===== src/sv/assert_macros.svh =====
// Assertion macros shared by the RTL files of the ADC average/dead-band block.
// Expects i_clk and i_rst_n in the scope where a macro is used.
`ifndef ASSERT_MACROS_SVH
`define ASSERT_MACROS_SVH
`ifndef SYNTHESIS
// checked only while out of reset
`define DCAD_ASSERT(name, prop, msg) \
    name: assert property (@(posedge i_clk) disable iff (!i_rst_n) prop) \
        else $error(msg);
// checked in every cycle, reset included
`define DCAD_ASSERT_ALWAYS(name, prop, msg) \
    name: assert property (@(posedge i_clk) prop) \
        else $error(msg);
`else
`define DCAD_ASSERT(name, prop, msg)
`define DCAD_ASSERT_ALWAYS(name, prop, msg)
`endif
`endif


===== src/sv/dcad_pkg.sv =====
// Shared types and constants of the ADC average/dead-band block.
// No dependencies.
`timescale 1ns / 1ps

package dcad_pkg;

    localparam int SAMPLE_W      = 10;
    localparam int DEAD_BAND_W   = 10;
    localparam int IN_TDATA_W    = ((SAMPLE_W + 7) / 8) * 8;
    localparam int OUT_TDATA_W   = ((2 * SAMPLE_W + 7) / 8) * 8;
    localparam int IN_TUSER_W    = 2;
    localparam int OUT_TUSER_W   = 1;

    localparam logic [DEAD_BAND_W-1:0] DEAD_BAND_RESET = DEAD_BAND_W'(8);
    localparam logic [SAMPLE_W-1:0]    SAMPLE_MAX      = {SAMPLE_W{1'b1}};

    localparam logic OP_SAMPLE  = 1'b0;
    localparam logic OP_PRELOAD = 1'b1;

    // control fields that travel with an item down the pipeline
    typedef struct packed {
        logic op;
        logic ch;
        logic in_range;
    } t_ctrl;

endpackage


===== src/sv/dcad_ram.sv =====
// Generic simple dual-port RAM: one write port, one registered read port.
// Read-first on a same-address write. No dependencies.
`timescale 1ns / 1ps

module dcad_ram #(
    parameter int WIDTH = 10,
    parameter int DEPTH = 16
) (
    input  logic                     i_clk,
    input  logic                     i_wr_en,
    input  logic [$clog2(DEPTH)-1:0] i_wr_addr,
    input  logic [WIDTH-1:0]         i_wr_data,
    input  logic                     i_rd_en,
    input  logic [$clog2(DEPTH)-1:0] i_rd_addr,
    output logic [WIDTH-1:0]         o_rd_data
);

    logic [WIDTH-1:0] r_mem [DEPTH];
    logic [WIDTH-1:0] r_rd_data;

    always_ff @(posedge i_clk) begin
        if (i_wr_en) begin
            r_mem[i_wr_addr] <= i_wr_data;
        end
        if (i_rd_en) begin
            r_rd_data <= r_mem[i_rd_addr];
        end
    end

    assign o_rd_data = r_rd_data;

endmodule


===== src/sv/dcad_ring.sv =====
// Input stage: per-channel ring position, fill state and preload value,
// plus the sample ring RAM. Depends on dcad_pkg and dcad_ram.
`timescale 1ns / 1ps

module dcad_ring #(
    parameter int WINDOW_DEPTH  = 8,
    parameter int CHANNEL_COUNT = 2
) (
    input  logic                          i_clk,
    input  logic                          i_rst_n,
    input  logic                          i_en,
    input  logic                          i_valid,
    input  logic                          i_opcode,
    input  logic                          i_channel,
    input  logic [dcad_pkg::SAMPLE_W-1:0] i_sample,
    output logic                          o_valid,
    output dcad_pkg::t_ctrl               o_ctrl,
    output logic [dcad_pkg::SAMPLE_W-1:0] o_sample,
    output logic [dcad_pkg::SAMPLE_W-1:0] o_old
);

    localparam int DEPTH_W   = $clog2(WINDOW_DEPTH);
    localparam int CH_W      = (CHANNEL_COUNT > 1) ? $clog2(CHANNEL_COUNT) : 1;
    localparam int ADDR_W    = CH_W + DEPTH_W;
    localparam int RAM_DEPTH = 1 << ADDR_W;

    logic [DEPTH_W-1:0]            r_pos  [CHANNEL_COUNT];
    logic                          r_full [CHANNEL_COUNT];
    logic [dcad_pkg::SAMPLE_W-1:0] r_base [CHANNEL_COUNT];

    logic                          r_s1_valid;
    dcad_pkg::t_ctrl               r_s1_ctrl;
    logic [dcad_pkg::SAMPLE_W-1:0] r_s1_sample;
    logic                          r_s1_full;
    logic [dcad_pkg::SAMPLE_W-1:0] r_s1_base;

    logic                          in_range;
    logic [CH_W-1:0]               idx;
    logic                          accept;
    logic                          do_sample;
    logic                          do_preload;
    logic [DEPTH_W-1:0]            pos;
    logic                          pos_last;
    logic [ADDR_W-1:0]             addr;
    logic [dcad_pkg::SAMPLE_W-1:0] ram_q;

    assign in_range   = {31'd0, i_channel} < 32'(CHANNEL_COUNT);
    assign idx        = in_range ? CH_W'(i_channel) : '0;
    assign accept     = i_en && i_valid;
    assign do_sample  = accept && in_range && (i_opcode == dcad_pkg::OP_SAMPLE);
    assign do_preload = accept && in_range && (i_opcode == dcad_pkg::OP_PRELOAD);
    assign pos        = r_pos[idx];
    assign pos_last   = (pos == DEPTH_W'(WINDOW_DEPTH - 1));
    assign addr       = {idx, pos};

    always_ff @(posedge i_clk) begin
        if (!i_rst_n) begin
            r_s1_valid <= 1'b0;
            for (int i = 0; i < CHANNEL_COUNT; i++) begin
                r_pos[i]  <= '0;
                r_full[i] <= 1'b0;
                r_base[i] <= '0;
            end
        end else begin
            if (i_en) begin
                r_s1_valid <= i_valid;
            end
            if (do_sample) begin
                r_pos[idx] <= pos_last ? '0 : pos + DEPTH_W'(1);
                if (pos_last) begin
                    r_full[idx] <= 1'b1;
                end
            end
            // preload: every slot reads as the preload value until rewritten
            if (do_preload) begin
                r_pos[idx]  <= '0;
                r_full[idx] <= 1'b0;
                r_base[idx] <= i_sample;
            end
        end
    end

    always_ff @(posedge i_clk) begin
        if (i_en) begin
            r_s1_ctrl   <= '{op: i_opcode, ch: i_channel, in_range: in_range};
            r_s1_sample <= i_sample;
            r_s1_full   <= r_full[idx];
            r_s1_base   <= r_base[idx];
        end
    end

    dcad_ram #(
        .WIDTH (dcad_pkg::SAMPLE_W),
        .DEPTH (RAM_DEPTH)
    ) u_ram (
        .i_clk     (i_clk),
        .i_wr_en   (do_sample),
        .i_wr_addr (addr),
        .i_wr_data (i_sample),
        .i_rd_en   (i_en),
        .i_rd_addr (addr),
        .o_rd_data (ram_q)
    );

    assign o_valid  = r_s1_valid;
    assign o_ctrl   = r_s1_ctrl;
    assign o_sample = r_s1_sample;
    assign o_old    = r_s1_full ? ram_q : r_s1_base;

endmodule


===== src/sv/dcad_sum.sv =====
// Running-sum stage: keeps each channel's window total.
// Depends on dcad_pkg.
`timescale 1ns / 1ps

module dcad_sum #(
    parameter int WINDOW_DEPTH  = 8,
    parameter int CHANNEL_COUNT = 2
) (
    input  logic                          i_clk,
    input  logic                          i_rst_n,
    input  logic                          i_en,
    input  logic                          i_valid,
    input  dcad_pkg::t_ctrl               i_ctrl,
    input  logic [dcad_pkg::SAMPLE_W-1:0] i_sample,
    input  logic [dcad_pkg::SAMPLE_W-1:0] i_old,
    output logic                          o_valid,
    output dcad_pkg::t_ctrl               o_ctrl,
    output logic [dcad_pkg::SAMPLE_W-1:0] o_sample,
    output logic [dcad_pkg::SAMPLE_W+$clog2(WINDOW_DEPTH)-1:0] o_sum
);

    localparam int DEPTH_W = $clog2(WINDOW_DEPTH);
    localparam int SUM_W   = dcad_pkg::SAMPLE_W + DEPTH_W;
    localparam int CH_W    = (CHANNEL_COUNT > 1) ? $clog2(CHANNEL_COUNT) : 1;

    logic [SUM_W-1:0]              r_sum [CHANNEL_COUNT];
    logic                          r_s2_valid;
    dcad_pkg::t_ctrl               r_s2_ctrl;
    logic [dcad_pkg::SAMPLE_W-1:0] r_s2_sample;
    logic [SUM_W-1:0]              r_s2_sum;

    logic [CH_W-1:0]  idx;
    logic [SUM_W-1:0] n_sum;

    assign idx = i_ctrl.in_range ? CH_W'(i_ctrl.ch) : '0;

    always_comb begin
        if (i_ctrl.op == dcad_pkg::OP_PRELOAD) begin
            n_sum = SUM_W'(i_sample) * SUM_W'(WINDOW_DEPTH);
        end else begin
            n_sum = r_sum[idx] - SUM_W'(i_old) + SUM_W'(i_sample);
        end
    end

    always_ff @(posedge i_clk) begin
        if (!i_rst_n) begin
            r_s2_valid <= 1'b0;
            for (int i = 0; i < CHANNEL_COUNT; i++) begin
                r_sum[i] <= '0;
            end
        end else if (i_en) begin
            r_s2_valid <= i_valid;
            if (i_valid && i_ctrl.in_range) begin
                r_sum[idx] <= n_sum;
            end
        end
    end

    always_ff @(posedge i_clk) begin
        if (i_en) begin
            r_s2_ctrl   <= i_ctrl;
            r_s2_sample <= i_sample;
            r_s2_sum    <= n_sum;
        end
    end

    assign o_valid  = r_s2_valid;
    assign o_ctrl   = r_s2_ctrl;
    assign o_sample = r_s2_sample;
    assign o_sum    = r_s2_sum;

endmodule


===== src/sv/dcad_hold.sv =====
// Average and dead-band stage: floor average by reciprocal multiply, held
// value update and the result register. Depends on dcad_pkg.
`timescale 1ns / 1ps

module dcad_hold #(
    parameter int WINDOW_DEPTH  = 8,
    parameter int CHANNEL_COUNT = 2
) (
    input  logic                             i_clk,
    input  logic                             i_rst_n,
    input  logic                             i_en,
    input  logic                             i_valid,
    input  dcad_pkg::t_ctrl                  i_ctrl,
    input  logic [dcad_pkg::SAMPLE_W-1:0]    i_sample,
    input  logic [dcad_pkg::SAMPLE_W+$clog2(WINDOW_DEPTH)-1:0] i_sum,
    input  logic [dcad_pkg::DEAD_BAND_W-1:0] i_dead_band,
    output logic                             o_valid,
    output logic [dcad_pkg::SAMPLE_W-1:0]    o_held_a,
    output logic [dcad_pkg::SAMPLE_W-1:0]    o_held_b,
    output logic                             o_changed
);

    localparam int DEPTH_W = $clog2(WINDOW_DEPTH);
    localparam int SUM_W   = dcad_pkg::SAMPLE_W + DEPTH_W;
    localparam int CH_W    = (CHANNEL_COUNT > 1) ? $clog2(CHANNEL_COUNT) : 1;
    // floor(sum / depth) == (sum * RECIP) >> SHIFT for every sum below 2^SUM_W
    localparam int SHIFT   = SUM_W + DEPTH_W;
    localparam int RECIP_W = SUM_W + 1;
    localparam int PROD_W  = SUM_W + RECIP_W;
    localparam logic [RECIP_W-1:0] RECIP = RECIP_W'(
        ((64'd1 << SHIFT) + 64'(WINDOW_DEPTH) - 64'd1) / 64'(WINDOW_DEPTH));

    localparam int SW = dcad_pkg::SAMPLE_W;

    logic [SW-1:0] r_held [CHANNEL_COUNT];
    logic          r_out_valid;
    logic [SW-1:0] r_out_held_a;
    logic [SW-1:0] r_out_held_b;
    logic          r_out_changed;

    logic [CH_W-1:0]   idx;
    logic [PROD_W-1:0] prod;
    logic [SW-1:0]     avg;
    logic [SW-1:0]     held;
    logic [SW-1:0]     diff;
    logic              band_hit;
    logic              n_changed;
    logic [SW-1:0]     n_value;
    logic [SW-1:0]     n_held [CHANNEL_COUNT];
    logic [SW-1:0]     n_held_b;

    assign idx  = i_ctrl.in_range ? CH_W'(i_ctrl.ch) : '0;
    assign prod = PROD_W'(i_sum) * PROD_W'(RECIP);
    assign avg  = SW'(prod >> SHIFT);
    assign held = r_held[idx];
    assign diff = (avg > held) ? (avg - held) : (held - avg);

    // rails always update, even when equal to the held value
    assign band_hit  = (avg == '0) || (avg == dcad_pkg::SAMPLE_MAX) || (diff > i_dead_band);
    assign n_changed = i_valid && i_ctrl.in_range
                       && ((i_ctrl.op == dcad_pkg::OP_PRELOAD) || band_hit);
    assign n_value   = (i_ctrl.op == dcad_pkg::OP_PRELOAD) ? i_sample : avg;

    always_comb begin
        for (int i = 0; i < CHANNEL_COUNT; i++) begin
            n_held[i] = (n_changed && (idx == CH_W'(i))) ? n_value : r_held[i];
        end
    end

    generate
        if (CHANNEL_COUNT > 1) begin : g_two
            assign n_held_b = n_held[1];
        end else begin : g_one
            assign n_held_b = '0;
        end
    endgenerate

    always_ff @(posedge i_clk) begin
        if (!i_rst_n) begin
            r_out_valid <= 1'b0;
            for (int i = 0; i < CHANNEL_COUNT; i++) begin
                r_held[i] <= '0;
            end
        end else if (i_en) begin
            r_out_valid <= i_valid;
            for (int i = 0; i < CHANNEL_COUNT; i++) begin
                r_held[i] <= n_held[i];
            end
        end
    end

    always_ff @(posedge i_clk) begin
        if (i_en) begin
            r_out_held_a  <= n_held[0];
            r_out_held_b  <= n_held_b;
            r_out_changed <= n_changed;
        end
    end

    assign o_valid   = r_out_valid;
    assign o_held_a  = r_out_held_a;
    assign o_held_b  = r_out_held_b;
    assign o_changed = r_out_changed;

endmodule


===== src/sv/dual_channel_adc_average_deadband.sv =====
// Two-channel ADC moving average with dead band, top level.
// Results pass the ring, sum and hold stage registers; one item per cycle unless the output stalls.
// Rate is set by the three-stage pipeline (ring RAM read, running sum,
// reciprocal-multiply average and dead-band compare), stalled as a whole.
// Synchronous active-low reset clears rings, sums, held values, dead band = 8.
`timescale 1ns / 1ps
`include "assert_macros.svh"

module dual_channel_adc_average_deadband #(
    parameter int WINDOW_DEPTH  = 8,
    parameter int CHANNEL_COUNT = 2
) (
    input  logic                                i_clk,
    input  logic                                i_rst_n,
    input  logic                                i_cfg_we,
    input  logic [dcad_pkg::DEAD_BAND_W-1:0]    i_cfg_wdata,   // dead_band
    input  logic                                s_axis_tvalid,
    output logic                                s_axis_tready,
    input  logic [dcad_pkg::IN_TDATA_W-1:0]     s_axis_tdata,  // [9:0] sample
    input  logic [dcad_pkg::IN_TUSER_W-1:0]     s_axis_tuser,  // [0] opcode, [1] channel
    output logic                                m_axis_tvalid,
    input  logic                                m_axis_tready,
    output logic [dcad_pkg::OUT_TDATA_W-1:0]    m_axis_tdata,  // [9:0] held_value_a,
                                                               // [19:10] held_value_b
    output logic [dcad_pkg::OUT_TUSER_W-1:0]    m_axis_tuser   // [0] changed
);

    localparam int SW    = dcad_pkg::SAMPLE_W;
    localparam int SUM_W = SW + $clog2(WINDOW_DEPTH);

    logic [dcad_pkg::DEAD_BAND_W-1:0] r_dead_band;

    logic            pipe_en;
    logic            s1_valid;
    dcad_pkg::t_ctrl s1_ctrl;
    logic [SW-1:0]   s1_sample;
    logic [SW-1:0]   s1_old;
    logic            s2_valid;
    dcad_pkg::t_ctrl s2_ctrl;
    logic [SW-1:0]   s2_sample;
    logic [SUM_W-1:0] s2_sum;
    logic            out_valid;
    logic [SW-1:0]   out_held_a;
    logic [SW-1:0]   out_held_b;
    logic            out_changed;

    always_ff @(posedge i_clk) begin
        if (!i_rst_n) begin
            r_dead_band <= dcad_pkg::DEAD_BAND_RESET;
        end else if (i_cfg_we) begin
            r_dead_band <= i_cfg_wdata;
        end
    end

    // whole pipeline advances when the result register is free or being taken
    assign pipe_en       = !out_valid || m_axis_tready;
    assign s_axis_tready = pipe_en;

    dcad_ring #(
        .WINDOW_DEPTH  (WINDOW_DEPTH),
        .CHANNEL_COUNT (CHANNEL_COUNT)
    ) u_ring (
        .i_clk     (i_clk),
        .i_rst_n   (i_rst_n),
        .i_en      (pipe_en),
        .i_valid   (s_axis_tvalid),
        .i_opcode  (s_axis_tuser[0]),
        .i_channel (s_axis_tuser[1]),
        .i_sample  (s_axis_tdata[SW-1:0]),
        .o_valid   (s1_valid),
        .o_ctrl    (s1_ctrl),
        .o_sample  (s1_sample),
        .o_old     (s1_old)
    );

    dcad_sum #(
        .WINDOW_DEPTH  (WINDOW_DEPTH),
        .CHANNEL_COUNT (CHANNEL_COUNT)
    ) u_sum (
        .i_clk    (i_clk),
        .i_rst_n  (i_rst_n),
        .i_en     (pipe_en),
        .i_valid  (s1_valid),
        .i_ctrl   (s1_ctrl),
        .i_sample (s1_sample),
        .i_old    (s1_old),
        .o_valid  (s2_valid),
        .o_ctrl   (s2_ctrl),
        .o_sample (s2_sample),
        .o_sum    (s2_sum)
    );

    dcad_hold #(
        .WINDOW_DEPTH  (WINDOW_DEPTH),
        .CHANNEL_COUNT (CHANNEL_COUNT)
    ) u_hold (
        .i_clk       (i_clk),
        .i_rst_n     (i_rst_n),
        .i_en        (pipe_en),
        .i_valid     (s2_valid),
        .i_ctrl      (s2_ctrl),
        .i_sample    (s2_sample),
        .i_sum       (s2_sum),
        .i_dead_band (r_dead_band),
        .o_valid     (out_valid),
        .o_held_a    (out_held_a),
        .o_held_b    (out_held_b),
        .o_changed   (out_changed)
    );

    assign m_axis_tvalid = out_valid;
    assign m_axis_tdata  = {(dcad_pkg::OUT_TDATA_W - 2 * SW)'(0), out_held_b, out_held_a};
    assign m_axis_tuser  = out_changed;

    // a preload of channel 0 shows up flagged and with its reading as held value
    `DCAD_ASSERT(a_preload_result,
        (pipe_en && s2_valid && s2_ctrl.in_range
         && s2_ctrl.op == dcad_pkg::OP_PRELOAD && !s2_ctrl.ch)
        |=> (m_axis_tvalid && m_axis_tuser[0]
             && m_axis_tdata[SW-1:0] == $past(s2_sample)),
        "preload result mismatch")
    // an item for a channel that does not exist never reports a change
    `DCAD_ASSERT(a_no_change_out_of_range,
        (pipe_en && s2_valid && !s2_ctrl.in_range) |=> !m_axis_tuser[0],
        "change flagged for absent channel")
    `DCAD_ASSERT_ALWAYS(a_reset_clears_out, !i_rst_n |=> !m_axis_tvalid,
        "result valid after reset")

endmodule


===== config.mk =====
export PLATFORM = sky130hd
export DESIGN_NAME = dual_channel_adc_average_deadband
export DESIGN_NICKNAME = d
export VERILOG_FILES = /design/src/sv/dcad_pkg.sv /design/src/sv/dcad_ram.sv /design/src/sv/dcad_ring.sv /design/src/sv/dcad_sum.sv /design/src/sv/dcad_hold.sv /design/src/sv/dual_channel_adc_average_deadband.sv
export VERILOG_INCLUDE_DIRS = /design/src /design/src/sv
export SDC_FILE = /design/constraint.sdc
export NUM_CORES = 1
export LEC_CHECK = 0
export ABC_CLOCK_PERIOD_IN_PS = 4300
export BUFFER_PORTS_ARGS = -buffer_cell sky130_fd_sc_hd__buf_2
export CAP_MARGIN = 20
export CORE_ASPECT_RATIO = 1.1
export CORE_MARGIN = 1.5
export CORE_UTILIZATION = 40
export CTS_CLUSTER_SIZE = 8
export DETAILED_ROUTE_END_ITERATION = 10
export SETUP_SLACK_MARGIN = 0.5
export SYNTH_ARGS = -nofsm -noshare
export SYNTH_HDL_FRONTEND = slang
export SYNTH_SLANG_ARGS = --single-unit

===== constraint.sdc =====
create_clock -name i_clk -period 4.3 [get_ports i_clk]
set_input_delay 0.43 -clock i_clk [delete_from_list [all_inputs] [get_ports i_clk]]
set_output_delay 0.43 -clock i_clk [all_outputs]
set_load 0.005 [all_outputs]

==> results of run 1 <==
## final timing paths
kind	end	cells after the start
max	u_hold.o_held_a[1]	20
min	r_dead_band[3]	3
max reg2reg	u_hold.o_held_a[1]	20
min reg2reg	u_sum.o_sample[6]	0
## area by class of cell
type                            instances  area (sq um)  share of cell area (%)
Timing Repair Buffer                  130           920                    5.04
Clock buffer                           69          1240                    6.78
Antenna cell                            2          5.00                  0.0274
Clock inverter                          4          66.3                   0.363
Tap cell                              500           626                    3.43
Multi-Input combinational cell        789          5500                    30.1
Inverter                               82           312                    1.71
Sequential cell                       325          9590                    52.5
## flip-flops by register name (all words and copies together) (netlist names), 6 cells and up, named ones only
register / flops
u_sum.r_sum: 26
u_sum.o_sum: 10
u_ring.u_ram.o_rd_data: 10
u_ring.u_ram.r_mem: 160
u_hold.o_held_b: 10
u_hold.o_held_a: 10
u_ring.r_s1_base: 10
u_ring.o_sample: 10
u_ring.r_pos: 6
u_ring.r_base: 20
u_sum.o_sample: 10
u_hold.r_held: 20
r_dead_band: 10
## cells in the mapped netlist, types with 4 or more instances
| cell type | count | area, sq um |
|---|---|---|
| edfxtp_1 | 308 | 9250 |
| nand2_1 | 241 | 905 |
| inv_1 | 80 | 300 |
| mux2i_1 | 62 | 621 |
| nand3_1 | 57 | 285 |
| nor2_1 | 50 | 188 |
| ha_1 | 47 | 588 |
| clkbuf_1 | 33 | 124 |
| and2_1 | 29 | 181 |
| o21ai_0 | 26 | 130 |
| and3_1 | 24 | 150 |
| a21oi_1 | 22 | 110 |
| a311oi_1 | 22 | 193 |
| mux2_2 | 22 | 248 |
| mux2_4 | 20 | 300 |
| buf_2 | 17 | 85.1 |
| dfxtp_1 | 17 | 340 |
| a21o_1 | 13 | 97.6 |
| nor2b_1 | 13 | 81.3 |
| a31oi_1 | 12 | 75.1 |
| fa_1 | 12 | 240 |
| nor3_1 | 11 | 55.1 |
| a311o_1 | 10 | 100 |
| xnor2_1 | 10 | 87.6 |
| nand2b_1 | 8 | 50.1 |
| buf_1 | 7 | 26.3 |
| buf_4 | 7 | 52.6 |
| nor4_1 | 7 | 43.8 |
| a211oi_1 | 6 | 45.0 |
| xor2_1 | 6 | 52.6 |
| o211ai_1 | 5 | 37.5 |
| a211o_1 | 4 | 35.0 |
| nand4_1 | 4 | 25.0 |
## worst max-delay path, delay by kind of cell, from the launching register on
family                   cells  cell delay (ns)
XOR/XNOR                     1             0.17
AO/OA/AOI/OAI                6             1.30
multiplexers                 3             0.62
flip-flops                   1             0.36
adder cells (fa/ha/maj)      3             0.88
AND/OR/NAND/NOR              3             0.32
buffers and inverters        4             0.44
## power breakdown
part	internal [W]	switching (W)
combinational	0.000966	0.00116
sequential	0.00368	0.000121
clock	0.00197	0.00130
## kinds of logic after synthesis
kind of cell             synth area share [%]
AO/OA/AOI/OAI                            6.63
flip-flops                               61.9
AND/OR/NAND/NOR                          13.5
buffers and inverters                    3.99
multiplexers                             7.69
adder cells (fa/ha/maj)                  5.35
XOR/XNOR                                0.905
other                                  0.0242
## repair_timing
action,CTS,global route
gates cloned,1,1
endpoints found under the hold margin,0,0
buffers inserted,7,6
setup endpoints to repair,41,49
pin swaps,2,4
gates resized for setup,18,32
## through the flow
step                instance area (sq um)  setup TNS [ns]  util, %  worst slack, ns
CTS                                 18000           -1.10     47.2          -0.0690
finish                              18300          -0.916     47.8          -0.0617
detailed placement                  16600           -3.34     43.5           -0.150
global route                        18300           -6.90     47.8           -0.227
floorplan                           15500               0        -            0.217
global placement                    16600           -3.30     43.5           -0.142
## per-layer routing
layer / GRT usage (%) / routed length [um] / vias up
li1: - / - / 4770
met1: 23.2 / 15300 / 4842
met2: 31.2 / 17900 / 228
met3: 3.38 / 1640 / 84
met4: 6.49 / 1140 / 0
met5: 0 / 0 / -
==> flow_metrics.py, run 1 <==
metrics = {
    "run_status": {
        "status": "finished with violations",
        "violations": "setup timing",
    },
    "global_route": {
        "grt_max_degree": 71,
        "antenna_found_initial": 2,
        "grt_remaining_overflow": 0,
        "first_global_vias": 9991,
        "grt_usage_pct": 18.3,
        "grt_pass1_wl_mm": 55.8,
    },
    "die": {
        "initial_core_util_pct": 40.5,
        "core_area_sq_um": 38200,
        "rows": 75,
        "die_h_um": 209,
        "design.die.area_sq_um": 39900,
        "die_w_um": 191,
        "io_pins": 60,
    },
    "final_layout": {
        "drive_gt1_share_pct": 18.7,
        "most-common-layout-cells": "edfxtp_1 (308), nand2_1 (239), inv_1 (78)",
        "layout.nets": 1466,
        "syn2layout_area_growth_pct": 17.9,
        "final_cells": 1901,
        "final_common_cell": "edfxtp_1",
        "nFillCells": 3376,
    },
    "yosys": {
        "netlist_area_sq_um": 15500,
        "synth_ff_type": "edfxtp_1",
        "ys_seq_area_share_pct": 61.9,
        "async_flop_share_pct": 0,
        "ys_ff_latch": 325,
        "avgSynthCellArea_sq_um": 12.3,
        "synthCells": 1259,
        "synth.distinct_cells": 62,
        "synth_edf_count": 308,
        "yosysWarnings": 0,
    },
    "timing": {
        "tightestPinTransition_ns": 1.04,
        "clock_skew_ns": 0.0286,
        "timing_hold_violations_final": 0,
        "finalMaxSlewViolations": 0,
        "fmax_mhz": 229,
        "relSlewSlack_pct": 30.6,
        "finalSetupViolations": 20,
        "min_period_over_period_pct": 101,
        "fin_crit_ns": 4.36,
        "rsz0062_at_grt": "yes",
        "whs_ns": 0.121,
        "setup_ws_ns": -0.0617,
    },
    "critical_path": {
        "crit_type": "flip-flop to flip-flop",
        "cp.arrival_ns": 4.68,
        "cp_slowest_stage_delay_ns": 0.37,
        "crit_required_ns": 4.61,
        "start_kind": "flip-flop",
        "critical_path.slowest_cell": "fa_2",
        "path_max_fanout": 8,
        "rrSetupSlack_ns": -0.06,
        "end_kind": "flip-flop",
        "path_cells": "mux2i_4 -> inv_1 -> ha_2 -> inv_2 -> fa_2 -> a211oi_2 -> o211ai_1 -> a311oi_2 -> nor3_2 -> buf_6 -> mux2i_1 -> xor2_1 -> ha_1 -> a21oi_1 -> nand2_1 -> a221oi_2 -> o211ai_4 -> nand2b_4 -> clkbuf_16 -> mux2_4",
    },
    "cts": {
        "cts_tree": "yes",
        "postCtsHoldBufs": 0,
        "cts.sinks": 325,
        "numCtsBuffers": 46,
        "cts-root-buf": "clkbuf_16",
        "clkTransAtPathRegs_ns": 0.05,
        "insertion_delay_ns": 0.58,
        "ctsHtreeMaxLevel": 2,
        "clockBufferDepth": 3,
    },
    "power_and_ir_drop": {
        "power_w": 0.00919,
        "leakagePower_nw": 7.42,
        "ir_worst_vdd_mv": 0.840,
        "power_density_nw_per_um2": 503,
    },
    "placed_design": {
        "dp_hpwl_mm": 23.3,
        "io_buffers": 49,
        "dp.cells": 1810,
        "place_congestion": 0.842,
    },
    "routing": {
        "via_count": 9924,
        "wl_mm": 36.0,
        "drt-wirelength-per-cell_um": 18.9,
        "dr.first_iter.drc_count": 583,
        "postRouteAntennaNets": 0,
        "via_per_inst": 5.22,
        "firstDrtPassIters": 5,
        "drc": 0,
    },
    "hold_path": {
        "hold_path_class": "primary input to flip-flop",
        "hold_start": "i_cfg_wdata[3]",
    },
    "flow_run": {
        "timing.max_cap.violations": 0,
    },
}
Note: power is estimated with default switching activity, not from simulation.
==> inputs of run 2 (changes only) <==
--- a/config.mk
+++ b/config.mk
@@ -9,7 +9,6 @@
 export ABC_CLOCK_PERIOD_IN_PS = 4300
 export BUFFER_PORTS_ARGS = -buffer_cell sky130_fd_sc_hd__buf_2
 export CAP_MARGIN = 20
-export CORE_ASPECT_RATIO = 1.1
 export CORE_MARGIN = 1.5
 export CORE_UTILIZATION = 40
 export CTS_CLUSTER_SIZE = 8
==> flow_metrics.py, run 2 (same netlist as run 1, synthesis figures left out) <==
metrics = {
    "run_status": {
        "status": "finished with violations",
        "violations": "setup timing",
    },
    "timing": {
        "finalSetupViolations": 20,
        "fmax_mhz": 228,
        "tightestPinTransition_ns": 1.05,
        "fin_crit_ns": 4.39,
        "min_period_over_period_pct": 102,
        "setup_tns_ns": -1.58,
        "rsz0062_at_grt": "yes",
        "setup_ws_ns": -0.0944,
        "relSlewSlack_pct": 29.6,
        "clock_skew_ns": 0.0131,
        "finalMaxSlewViolations": 0,
        "timing_hold_violations_final": 0,
    },
    "flow_run": {
        "timing.max_cap.violations": 0,
    },
    "cts": {
        "cts.sinks": 325,
        "cts-root-buf": "clkbuf_16",
        "clockBufferDepth": 3,
        "ctsHtreeMaxLevel": 2,
        "numCtsBuffers": 47,
        "insertion_delay_ns": 0.56,
        "clkTransAtPathRegs_ns": 0.05,
        "cts_tree": "yes",
    },
    "critical_path": {
        "r2r.worst_path.cells": 19,
        "critical_path.slowest_cell": "fa_2",
        "crit_type": "flip-flop to flip-flop",
        "r2r_end": "u_hold.o_held_a[0]",
        "cp.arrival_ns": 4.69,
        "cp_slowest_stage_delay_ns": 0.38,
        "crit_required_ns": 4.60,
        "rrSetupSlack_ns": -0.09,
        "end_kind": "flip-flop",
        "path_cells": "buf_8 -> mux2i_4 -> buf_6 -> fa_2 -> a211oi_4 -> o211ai_1 -> a311oi_2 -> nor3_2 -> buf_4 -> mux2i_1 -> xor2_1 -> ha_1 -> a21oi_2 -> nand2_1 -> a221oi_4 -> o211ai_4 -> nand2b_4 -> buf_12 -> mux2_4",
        "start_kind": "flip-flop",
        "path_max_fanout": 8,
    },
    "hold_path": {
        "hold_path_class": "primary input to flip-flop",
        "whs_path_depth": 3,
        "hold_start": "i_cfg_wdata[3]",
        "min_to": "r_dead_band[3]",
    },
    "power_and_ir_drop": {
        "power_w": 0.00940,
        "leakagePower_nw": 7.52,
        "power_density_nw_per_um2": 508,
        "ir_worst_vdd_mv": 0.347,
    },
    "placed_design": {
        "dp.cells": 1831,
        "place_ws_ns": -0.227,
        "place_congestion": 0.836,
        "io_buffers": 49,
        "dp_hpwl_mm": 22.6,
    },
    "final_layout": {
        "final_common_cell": "edfxtp_1",
        "top_register": "u_ring.u_ram.r_mem",
        "final_core_util_pct": 48.8,
        "multiInputGateArea_sq_um": 5580,
        "layout.nets": 1476,
        "largest_reg_flops": 160,
        "seq_area_sq_um": 9590,
        "nFillCells": 3416,
        "drive_gt1_share_pct": 19.6,
        "most-common-layout-cells": "edfxtp_1 (308), nand2_1 (239), inv_1 (78)",
        "syn2layout_area_growth_pct": 19.5,
        "top_regs": "u_ring.u_ram.r_mem (160), u_sum.r_sum (26)",
        "final_cells": 1923,
    },
    "global_route": {
        "grt_pass1_wl_mm": 54.0,
        "grt_usage_pct": 17.5,
        "antenna_found_initial": 0,
        "grt_remaining_overflow": 0,
        "first_global_vias": 9915,
        "grt_max_degree": 61,
    },
    "routing": {
        "wl_mm": 33.6,
        "drc": 0,
        "dr.first_iter.drc_count": 386,
        "postRouteAntennaNets": 0,
        "drt-wirelength-per-cell_um": 17.5,
        "via_count": 9715,
        "via_per_inst": 5.05,
        "firstDrtPassIters": 7,
    },
    "die": {
        "design.die.area_sq_um": 39900,
        "io_pins": 60,
        "die_w_um": 200,
        "core_area_sq_um": 37900,
        "die_h_um": 200,
        "rows": 71,
        "initial_core_util_pct": 40.8,
    },
}
## run 2: cell types whose count changed in the layout (fill, tap and decap cells not counted), sizes merged
cell / change
diode: -1
clkbuf: +3
inv: +1
buf: +10
clkinv: -2
## run 2: final cells by class
type,count,share of cell area [%]
Antenna cell,1,0.0135
Clock buffer,73,7.05
Clock inverter,3,0.318
Inverter,82,1.68
Multi-Input combinational cell,789,30.2
Sequential cell,325,51.8
Tap cell,511,3.46
Timing Repair Buffer,139,5.47
## run 2: worst max-delay path by stage
stage | from | slack [ns] | to | cells after the start
after CTS | flip-flop | -0.12 | u_hold.o_held_a[6] | 19
after detailed placement | flip-flop | -0.23 | u_hold.o_held_b[3] | 20
after global routing | flip-flop | -0.24 | u_hold.o_held_a[2] | 20
after global placement | flip-flop | -0.14 | u_hold.o_held_a[3] | 19
final | flip-flop | -0.09 | u_hold.o_held_a[0] | 19
after floorplan | flip-flop | 0.22 | u_hold.o_held_a[0] | 21
## run 2: worst max-delay path, delay by kind of cell, from the launching register on
family / cells / cell delay, ns
muxes: 3 / 0.67
and+or+nand+nor: 3 / 0.35
xor gates and xnor gates: 1 / 0.18
buffers and inverters: 4 / 0.60
adders and majority gates: 2 / 0.67
AOI/OAI and AO/OA: 6 / 1.30
DFF: 1 / 0.36
## run 2: what timing repair did
action / CTS / global route
resized for setup: 37 / 28
setup endpoints to repair: 43 / 46
setup buffers: 7 / 5
hold buffers: 0 / 0
cloned: 2 / 0
endpoints found under the hold margin: 0 / 0
pin swaps: 10 / 6
## run 2: stage by stage
stage               area [sq um]  hold WS (ns)
detailed placement         16700         0.489
global placement           16700         0.485
floorplan                  15500         0.426
CTS                        18300        0.0752
global route               18500         0.101
finish                     18500        0.0986
## run 2: where the power goes
part	total [W]	internal (W)	switching [W]
Clock	0.00339	0.00207	0.00132
Sequential	0.00380	0.00368	0.000119
Combinational	0.00221	0.00102	0.00119
## run 2: routing by layer
layer  part of all wire (%)  vias up  GRT usage [%]  routed length (um)
met5                      0        -              0                   0
met4                    1.9        0           5.43                 655
met3                    4.9       47           3.21                1640
met2                     52      226           31.5               17300
met1                     42     4655           21.2               14000
li1                       -     4787              -                   -
==> inputs of run 3 (changes only) <==
--- a/config.mk
+++ b/config.mk
@@ -7,12 +7,13 @@
 export NUM_CORES = 1
 export LEC_CHECK = 0
 export ABC_CLOCK_PERIOD_IN_PS = 4300
-export BUFFER_PORTS_ARGS = -buffer_cell sky130_fd_sc_hd__buf_2
+export BUFFER_PORTS_ARGS = -buffer_cell sky130_fd_sc_hd__buf_4
 export CAP_MARGIN = 20
 export CORE_MARGIN = 1.5
-export CORE_UTILIZATION = 40
+export CORE_UTILIZATION = 55
 export CTS_CLUSTER_SIZE = 8
 export DETAILED_ROUTE_END_ITERATION = 10
+export PLACE_DENSITY = 0.75
 export SETUP_SLACK_MARGIN = 0.5
 export SYNTH_ARGS = -nofsm -noshare
 export SYNTH_HDL_FRONTEND = slang
==> flow_metrics.py, run 3 (same netlist as run 1, synthesis figures left out) <==
metrics = {
    "run_status": {
        "status": "finished with violations",
        "violations": "setup timing",
    },
    "die": {
        "initial_core_util_pct": 55.7,
        "die_w_um": 171,
        "io_pins": 60,
        "core_area_sq_um": 27800,
        "design.die.area_sq_um": 29200,
        "rows": 61,
        "die_h_um": 171,
    },
    "timing": {
        "timing_hold_violations_final": 0,
        "min_period_over_period_pct": 103,
        "rsz0062_at_grt": "yes",
        "tightestPinTransition_ns": 1.05,
        "fin_crit_ns": 4.43,
        "fmax_mhz": 226,
        "relSlewSlack_pct": 29.4,
        "finalSetupViolations": 35,
        "finalMaxSlewViolations": 0,
        "setup_tns_ns": -2.82,
        "setup_ws_ns": -0.134,
        "clock_skew_ns": 0.0317,
    },
    "critical_path": {
        "crit_required_ns": 4.59,
        "critical_path.slowest_cell": "dfxtp_4",
        "cp.arrival_ns": 4.72,
        "end_kind": "flip-flop",
        "path_cells": "mux2i_2 -> inv_1 -> ha_4 -> inv_2 -> fa_2 -> a211oi_2 -> o211ai_1 -> a311oi_2 -> nor3_2 -> buf_6 -> buf_4 -> mux2_2 -> ha_1 -> a21o_1 -> a221oi_2 -> o211ai_4 -> nand2_2 -> buf_12 -> buf_8 -> mux2_4",
        "crit_type": "flip-flop to flip-flop",
        "path_max_fanout": 8,
        "cp_slowest_stage_delay_ns": 0.37,
        "start_kind": "flip-flop",
    },
    "routing": {
        "drt-wirelength-per-cell_um": 17.9,
        "wl_mm": 32.2,
        "dr.first_iter.drc_count": 755,
        "via_per_inst": 5.55,
        "drc": 0,
        "postRouteAntennaNets": 0,
        "firstDrtPassIters": 5,
        "via_count": 9938,
    },
    "global_route": {
        "antenna_found_initial": 0,
        "grt_usage_pct": 22.7,
        "grt_max_degree": 82,
        "first_global_vias": 9998,
        "grt_pass1_wl_mm": 51.2,
        "grt_remaining_overflow": 0,
    },
    "final_layout": {
        "most-common-layout-cells": "edfxtp_1 (308), nand2_1 (240), buf_4 (133)",
        "syn2layout_area_growth_pct": 19.0,
        "layout.nets": 1488,
        "largest_reg_flops": 160,
        "top_regs": "u_ring.u_ram.r_mem (160), u_sum.r_sum (26)",
        "final_common_cell": "edfxtp_1",
        "top_register": "u_ring.u_ram.r_mem",
        "diodes": 0,
        "drive_gt1_share_pct": 19.9,
        "final_core_util_pct": 66.3,
        "final_cells": 1792,
    },
    "power_and_ir_drop": {
        "ir_worst_vdd_mv": 0.367,
        "leakagePower_nw": 7.58,
        "power_w": 0.00927,
        "power_density_nw_per_um2": 503,
    },
    "cts": {
        "cts-root-buf": "clkbuf_16",
        "clkTransAtPathRegs_ns": 0.05,
        "ctsHtreeMaxLevel": 2,
        "clockBufferDepth": 3,
        "cts_tree": "yes",
        "postCtsHoldBufs": 0,
        "insertion_delay_ns": 0.56,
        "cts.sinks": 325,
        "numCtsBuffers": 46,
    },
    "flow_run": {
        "timing.max_cap.violations": 0,
    },
    "placed_design": {
        "dp.cells": 1709,
        "place_congestion": 0.891,
        "io_buffers": 49,
        "dp_hpwl_mm": 21.2,
    },
    "hold_path": {
        "hold_path_class": "primary input to flip-flop",
    },
}
## run 3: metal layers
| metal | share of wire, % | up-vias | track usage, % |
|---|---|---|---|
| met1 | 40 | 4811 | 26.5 |
| met4 | 3.0 | 0 | 9.08 |
| met3 | 4.4 | 75 | 3.31 |
| met2 | 53 | 267 | 41.9 |
| met5 | 0 | - | 0 |
| li1 | - | 4785 | - |
## run 3: through the flow
step	instance area [sq um]	setup slack [ns]	hold WS, ns
finish	18400	-0.134	0.104
global route	18400	-0.365	0.141
CTS	18300	-0.0726	0.0904
detailed placement	16800	-0.264	0.472
global placement	16800	-0.192	0.474
floorplan	15500	0.217	0.426
## run 3: worst max-delay path, delay by kind of cell, from the launching register on
family          cells  cell delay [ns]
compound gates      6             1.37
fa+ha+maj           3             0.79
buf+inv             6             0.66
flops               1             0.37
mux                 3             0.74
simple gates        2             0.24
## run 3: what timing repair did
item / CTS / global route
setup buffers: 12 / 5
setup endpoints to repair: 41 / 48
pin swaps: 11 / 11
resized for setup: 40 / 15
## run 3: path summary, 6_finish.rpt
check | from | to | slack, ns | depth (start not counted)
setup / recovery | flip-flop | u_hold.o_held_b[5] | -0.13 | 20
hold / removal | i_cfg_wdata[3] | r_dead_band[3] | 0.10 | 3
setup reg to reg | flip-flop | u_hold.o_held_b[5] | -0.13 | 20
hold reg to reg | r_dead_band[3] | r_dead_band[3] | 0.49 | 2
## run 3: final cells by class
| cell class | count | area, sq um |
|---|---|---|
| clock inverter | 3 | 76.3 |
| clock buffer | 63 | 1210 |
| fill | 2026 | 9360 |
| sequential | 325 | 9590 |
| multi-input combinational | 789 | 5490 |
| tap | 378 | 473 |
| inverter | 82 | 312 |
| timing repair buffer | 152 | 1270 |
## run 3: report_power, final
group / total (W) / switching (W) / internal [W]
Clock: 0.00323 / 0.00128 / 0.00195
Sequential: 0.00380 / 0.000120 / 0.00368
Combinational: 0.00225 / 0.00116 / 0.00109
Total: 0.00927 / 0.00256 / 0.00671
